**config.mk**
```make
export PLATFORM = sky130hd
export DESIGN_NAME = srarq_ctrl
export DESIGN_NICKNAME = d
export VERILOG_FILES = /design/src/sv/srarq_pkg.sv /design/src/sv/srarq_ctrl.sv
export SDC_FILE = /design/constraint.sdc
export NUM_CORES = 1
export LEC_CHECK = 0
export BUFFER_PORTS_ARGS = -buffer_cell sky130_fd_sc_hd__buf_4
export CORE_UTILIZATION = 44
export DETAILED_ROUTE_END_ITERATION = 8
export GPL_ROUTABILITY_DRIVEN = 0
export PLACE_DENSITY = 0.77
export SKIP_CTS_REPAIR_TIMING = 1
export SYNTH_ARGS = -nofsm -noshare
export SYNTH_HDL_FRONTEND = slang
export SYNTH_SLANG_ARGS = --single-unit
```
**constraint.sdc**
```tcl
create_clock -name clock -period 1.8 [get_ports clock]
set_input_delay 0.18 -clock clock [delete_from_list [all_inputs] [get_ports clock]]
set_output_delay 0.18 -clock clock [all_outputs]
set_load 0.02 [all_outputs]
```
**src/sv/srarq_pkg.sv**
```systemverilog
`default_nettype none

package srarq_pkg;

   // field widths fixed by the interface
   localparam int CMD_W      = 2;
   localparam int TOTAL_W    = 9;
   localparam int TIMEOUT_W  = 16;
   localparam int PAYLOAD_W  = 48;
   localparam int RX_W       = 32;
   localparam int SEQ_W      = 8;
   localparam int INDEX_W    = 8;
   localparam int COUNT_W    = 9;
   localparam int TICK_W     = 32;
   localparam int CSR_DATA_W = 16;
   localparam int CSR_IDX_W  = 1;

   // register reset values
   localparam logic [TOTAL_W-1:0]   TOTAL_RESET   = 9'd1;
   localparam logic [TIMEOUT_W-1:0] TIMEOUT_RESET = 16'd1000;

   // register indexes
   localparam logic [CSR_IDX_W-1:0] CSR_TOTAL_FRAMES  = 1'b0;
   localparam logic [CSR_IDX_W-1:0] CSR_TIMEOUT_TICKS = 1'b1;

   // message decoding and sequence characters
   localparam logic [23:0]      ACK_TAG    = 24'h41434B;
   localparam logic [SEQ_W-1:0] CHAR_ZERO  = 8'h30;
   localparam logic [SEQ_W-1:0] CHAR_SEVEN = 8'h37;

   // payload bytes kept per frame
   localparam int PAYLOAD_BYTES = 6;
   localparam logic [PAYLOAD_W-1:0] PAYLOAD_MASK =
      (PAYLOAD_BYTES >= 6) ? {PAYLOAD_W{1'b1}}
                           : ((48'd1 << (8 * PAYLOAD_BYTES)) - 48'd1);

   typedef enum logic [CMD_W-1:0] {
      CMD_LOAD = 2'd0,
      CMD_MSG  = 2'd1,
      CMD_TICK = 2'd2,
      CMD_NONE = 2'd3
   } cmd_type;

   typedef enum logic [3:0] {
      ST_CLEAR,
      ST_IDLE,
      ST_DECODE,
      ST_LOAD,
      ST_ACK_RD,
      ST_ACK_WR,
      ST_SL_RD,
      ST_SL_CHK,
      ST_FIN,
      ST_STATUS,
      ST_TK_INC,
      ST_TK_RD,
      ST_TK_CHK,
      ST_EM_SEL,
      ST_EM_OUT
   } state_type;

   // commands from controller to datapath
   typedef struct packed {
      logic clr_step;
      logic latch_in;
      logic load_do;
      logic ack_rd;
      logic ack_wr;
      logic sl_rd;
      logic sl_adv;
      logic flag_upd;
      logic emit_status;
      logic tk_inc;
      logic tk_rd;
      logic tk_chk;
      logic k_clear;
      logic k_step;
      logic em_rd;
      logic em_out;
   } dp_ctl_type;

   // status from datapath to controller
   typedef struct packed {
      logic    clear_done;
      cmd_type cmd;
      logic    sl_more;
      logic    sl_acked;
      logic    tk_more;
      logic    mask_zero;
      logic    mask_bit;
   } dp_sts_type;

endpackage

`default_nettype wire

```
**src/sv/srarq_ctrl.sv**
```systemverilog
`default_nettype none

module srarq_ctrl (
   input  wire logic                   clock,
   input  wire logic                   reset,
   input  wire logic                   start,
   output logic                        busy,
   output srarq_pkg::dp_ctl_type       ctl,
   input  wire srarq_pkg::dp_sts_type  sts
);

   srarq_pkg::state_type state_ff;
   srarq_pkg::state_type state_in;

   // state register, clearing pass first after reset
   always_ff @(posedge clock) begin
      if (reset) begin
         state_ff <= srarq_pkg::ST_CLEAR;
      end else begin
         state_ff <= state_in;
      end
   end

   // next state
   always_comb begin
      state_in = state_ff;
      case (state_ff)
         srarq_pkg::ST_CLEAR: begin
            if (sts.clear_done) state_in = srarq_pkg::ST_IDLE;
         end
         srarq_pkg::ST_IDLE: begin
            if (start) state_in = srarq_pkg::ST_DECODE;
         end
         srarq_pkg::ST_DECODE: begin
            case (sts.cmd)
               srarq_pkg::CMD_LOAD: state_in = srarq_pkg::ST_LOAD;
               srarq_pkg::CMD_MSG:  state_in = srarq_pkg::ST_ACK_RD;
               srarq_pkg::CMD_TICK: state_in = srarq_pkg::ST_TK_INC;
               default:             state_in = srarq_pkg::ST_IDLE;
            endcase
         end
         srarq_pkg::ST_LOAD:   state_in = srarq_pkg::ST_STATUS;
         srarq_pkg::ST_ACK_RD: state_in = srarq_pkg::ST_ACK_WR;
         srarq_pkg::ST_ACK_WR: state_in = srarq_pkg::ST_SL_RD;
         srarq_pkg::ST_SL_RD: begin
            state_in = sts.sl_more ? srarq_pkg::ST_SL_CHK : srarq_pkg::ST_FIN;
         end
         srarq_pkg::ST_SL_CHK: begin
            state_in = sts.sl_acked ? srarq_pkg::ST_SL_RD : srarq_pkg::ST_FIN;
         end
         srarq_pkg::ST_FIN:    state_in = srarq_pkg::ST_STATUS;
         srarq_pkg::ST_STATUS: state_in = srarq_pkg::ST_IDLE;
         srarq_pkg::ST_TK_INC: state_in = srarq_pkg::ST_TK_RD;
         srarq_pkg::ST_TK_RD: begin
            state_in = sts.tk_more ? srarq_pkg::ST_TK_CHK : srarq_pkg::ST_EM_SEL;
         end
         srarq_pkg::ST_TK_CHK: state_in = srarq_pkg::ST_TK_RD;
         srarq_pkg::ST_EM_SEL: begin
            if (sts.mask_zero) begin
               state_in = srarq_pkg::ST_IDLE;
            end else if (sts.mask_bit) begin
               state_in = srarq_pkg::ST_EM_OUT;
            end
         end
         srarq_pkg::ST_EM_OUT: state_in = srarq_pkg::ST_EM_SEL;
         default:              state_in = srarq_pkg::ST_IDLE;
      endcase
   end

   // datapath commands
   always_comb begin
      ctl  = '0;
      busy = 1'b1;
      case (state_ff)
         srarq_pkg::ST_CLEAR: ctl.clr_step = 1'b1;
         srarq_pkg::ST_IDLE: begin
            busy         = 1'b0;
            ctl.latch_in = start;
         end
         srarq_pkg::ST_LOAD:   ctl.load_do = 1'b1;
         srarq_pkg::ST_ACK_RD: ctl.ack_rd  = 1'b1;
         srarq_pkg::ST_ACK_WR: ctl.ack_wr  = 1'b1;
         srarq_pkg::ST_SL_RD:  ctl.sl_rd   = sts.sl_more;
         srarq_pkg::ST_SL_CHK: ctl.sl_adv  = sts.sl_acked;
         srarq_pkg::ST_FIN:    ctl.flag_upd = 1'b1;
         srarq_pkg::ST_STATUS: ctl.emit_status = 1'b1;
         srarq_pkg::ST_TK_INC: ctl.tk_inc  = 1'b1;
         srarq_pkg::ST_TK_RD: begin
            ctl.tk_rd   = sts.tk_more;
            ctl.k_clear = !sts.tk_more;
         end
         srarq_pkg::ST_TK_CHK: ctl.tk_chk = 1'b1;
         srarq_pkg::ST_EM_SEL: begin
            ctl.em_rd  = !sts.mask_zero && sts.mask_bit;
            ctl.k_step = !sts.mask_zero && !sts.mask_bit;
         end
         srarq_pkg::ST_EM_OUT: ctl.em_out = 1'b1;
         default: ctl = '0;
      endcase
   end

endmodule

`default_nettype wire

```
==> out/results.ini <==
[global_routing]
track_usage_pct = 25.97
grt_pass1_vias = 621
antenna_found_initial = 0
grt_overflow = 0
grt_pass1_wl_microns = 2635
grt_max_degree = 17

[sta]
finClkSkew_ps = 6.571
max_slew.worst_pin.slew_ps = 379.1
rsz0062_at_grt = no
hold_viol = 0
post-route-period-util_pct = 93.82
setup_viol = 0
fin_crit_ps = 1689
drv_slew = 0
slew-limit-headroom_pct = 74.69
tns_ps = 0
fmax_mhz = 592.1

[synthesis]
async_flop_share_pct = 0
syn-num-nets = 100
syn_inst = 85
yosysUniqueCellTypes = 32
synth_top_area_share_pct = 13.94
yosys_warnings = 0
synth_common_cells = nor2_1 (11), inv_1 (7), nand2_1 (7)
synth.area.top_cells = dfxtp_1 (14%), ha_1 (8.7%), nor2_1 (7.2%)
synth_area_sq_um = 574.3
seq_area_frac_synth_pct = 13.94
synth_edf_count = 0
synth-seq-cells = 4
yosys.area.top_type = dfxtp_1
synthFlopType = dfxtp_1
synth_most_common_cell = nor2_1
syn_avg_cell_area_sq_um = 6.756

[critical_path]
max_stage_delay_ps = 460
worstPathArrival_ps = 1510
cp_max_fo = 8
rr_startpoint = state_ff[2]
crit_slowest_cell = dfxtp_1
cp.required_ps = 1620
setup.worst_path.end_class = primary output
path_class = flip-flop to primary output
critPathLaunchType = flip-flop
r2r.worst_path.cells = 5
r2r_end = state_ff[1]
worstPathCellList = or3b_4, nor3_4, buf_4
regToRegSetupSlack_ps = 310

[power]
irDropWorstVdd_uv = 467.4
internal_power_uw = 262.8
swShare_pct = 37.45
p_switching_uw = 157.3
leakagePower_uw = 0.0004018
p_clk_share_pct = 26.7
finalPower_uw = 420.1
power.density_mw_per_mm2 = 511.9
p_comb_share_pct = 43.6
power_frac_seq_pct = 29.7

[clock_network]
cts_root_buf = clkbuf_4
cts_buffers = 3
clock_latency_ps = 240
clkTransAtPathRegs_ps = 40
cts_tree = yes
cts_buffer_depth = 2
cts.sinks = 4
htree_levels = 1

[place]
placed_cell_area_sq_um = 795.8
place.detailed.hpwl_microns = 1249
io_buffers = 27

[layout]
largest_reg_flops = 4
final_core_util_pct = 71.00
regArea_sq_um = 82.58
multi_input_area_sq_um = 439.2
nets = 130
top_register = state_ff
antennaDiodeCount = 0
drive_gt1_share_pct = 36.28
finalInstanceArea_sq_um = 820.8
nFillCells = 107
top_regs = state_ff x4
synthToLayoutAreaGrowth_pct = 42.92

[floorplanning]
die_height_microns = 38.13
die_w_microns = 38.13
dieArea_sq_mm = 0.001454
rows = 12
start_util_pct = 49.68
io_pins = 28
core_area_sq_mm = 0.001156

[detailed_routing]
viasPerCell = 5.669
wl_per_cell_microns = 12.69
drc = 0
ant_nets = 0
num_vias = 720
routed_wl_microns = 1612
drt_iter0_drc = 22
firstDrtPassIters = 4

[outcome]
status = finished clean

[hold_path]
min-delay-start = reset
hold_path_end = state_ff[3]
min_path_type = primary input to flip-flop
min_path_cells = 2

[job]
cap_viol_max_count = 0

## power by group through the flow
stage	Clock, uW	Combinational [uW]	Sequential, uW
floorplan	0	129	102
global placement	0	182	123
detailed placement	0	183	123
CTS	116	184	123
global route	119	201	128
finish	112	183	125
## worst max-delay path: cells and delay by family, from the launching register on
| kind | cells | cell delay [ps] |
|---|---|---|
| simple gates | 2 | 650 |
| flops | 1 | 460 |
| buf+inv | 1 | 170 |
## metal layers
layer  up-vias  track usage [%]  part of all wire (%)
li1        355                -                     -
met1       309            34.86                    44
met2        52            40.25                    46
met3         4                0                   8.2
met4         0            17.86                   1.9
met5         -                0                     0
## cells by family (layout without fill, tap and decap cells)
kind of cell / Yosys count / count (layout) / share of synthesized area [%]
buf+inv: 13 / 41 / 9.586
compound gates: 18 / 18 / 22.22
fa+ha+maj: 4 / 4 / 8.715
flops: 4 / 4 / 13.94
simple gates: 45 / 45 / 44.01
xor+xnor: 1 / 1 / 1.525
## per-stage QoR
| step | hold WS (ps) | setup WS (ps) | cells |
|---|---|---|---|
| after floorplan | 249.1 | 27.70 | 85 |
| after global placement | 373.5 | 326.9 | 124 |
| after detailed placement | 381.4 | 264.4 | 124 |
| after CTS | 132.6 | 57.67 | 127 |
| after global routing | 140.7 | 50.48 | 127 |
| final | 135.2 | 111.2 | 127 |
## layout by cell type (no fill, tap or decap), drive strengths merged, types with 2 or more instances in the layout
cell / n
nand2: 7
a21o: 2
a2bb2oi: 2
and3: 3
nor3: 7
nor2: 11
and2: 3
a21oi: 3
o21ai: 4
o221ai: 2
clkbuf: 3
nand2b: 2
ha: 4
dfxtp: 4
inv: 7
buf: 31
nand3: 2
nor3b: 3
## cell type report
| cell class | count | area share [%] |
|---|---|---|
| clock buffer | 3 | 2.744 |
| inverter | 7 | 3.201 |
| multi-input combinational | 68 | 53.51 |
| sequential | 4 | 10.06 |
| tap | 14 | 2.134 |
| timing repair buffer | 31 | 28.35 |
## worst max-delay path by stage
stage           startpoint     endpoint  slack, ps
2_1_floorplan  state_ff[0]  state_ff[1]         30
3_3_place_gp   state_ff[0]  state_ff[0]        330
3_5_place_dp   state_ff[1]  state_ff[1]        260
4_1_cts        state_ff[1]       ctl[5]         60
5_1_grt        state_ff[2]       ctl[2]         50
6_report       state_ff[2]       ctl[2]        110
Note: power is estimated with default switching activity, not from simulation.
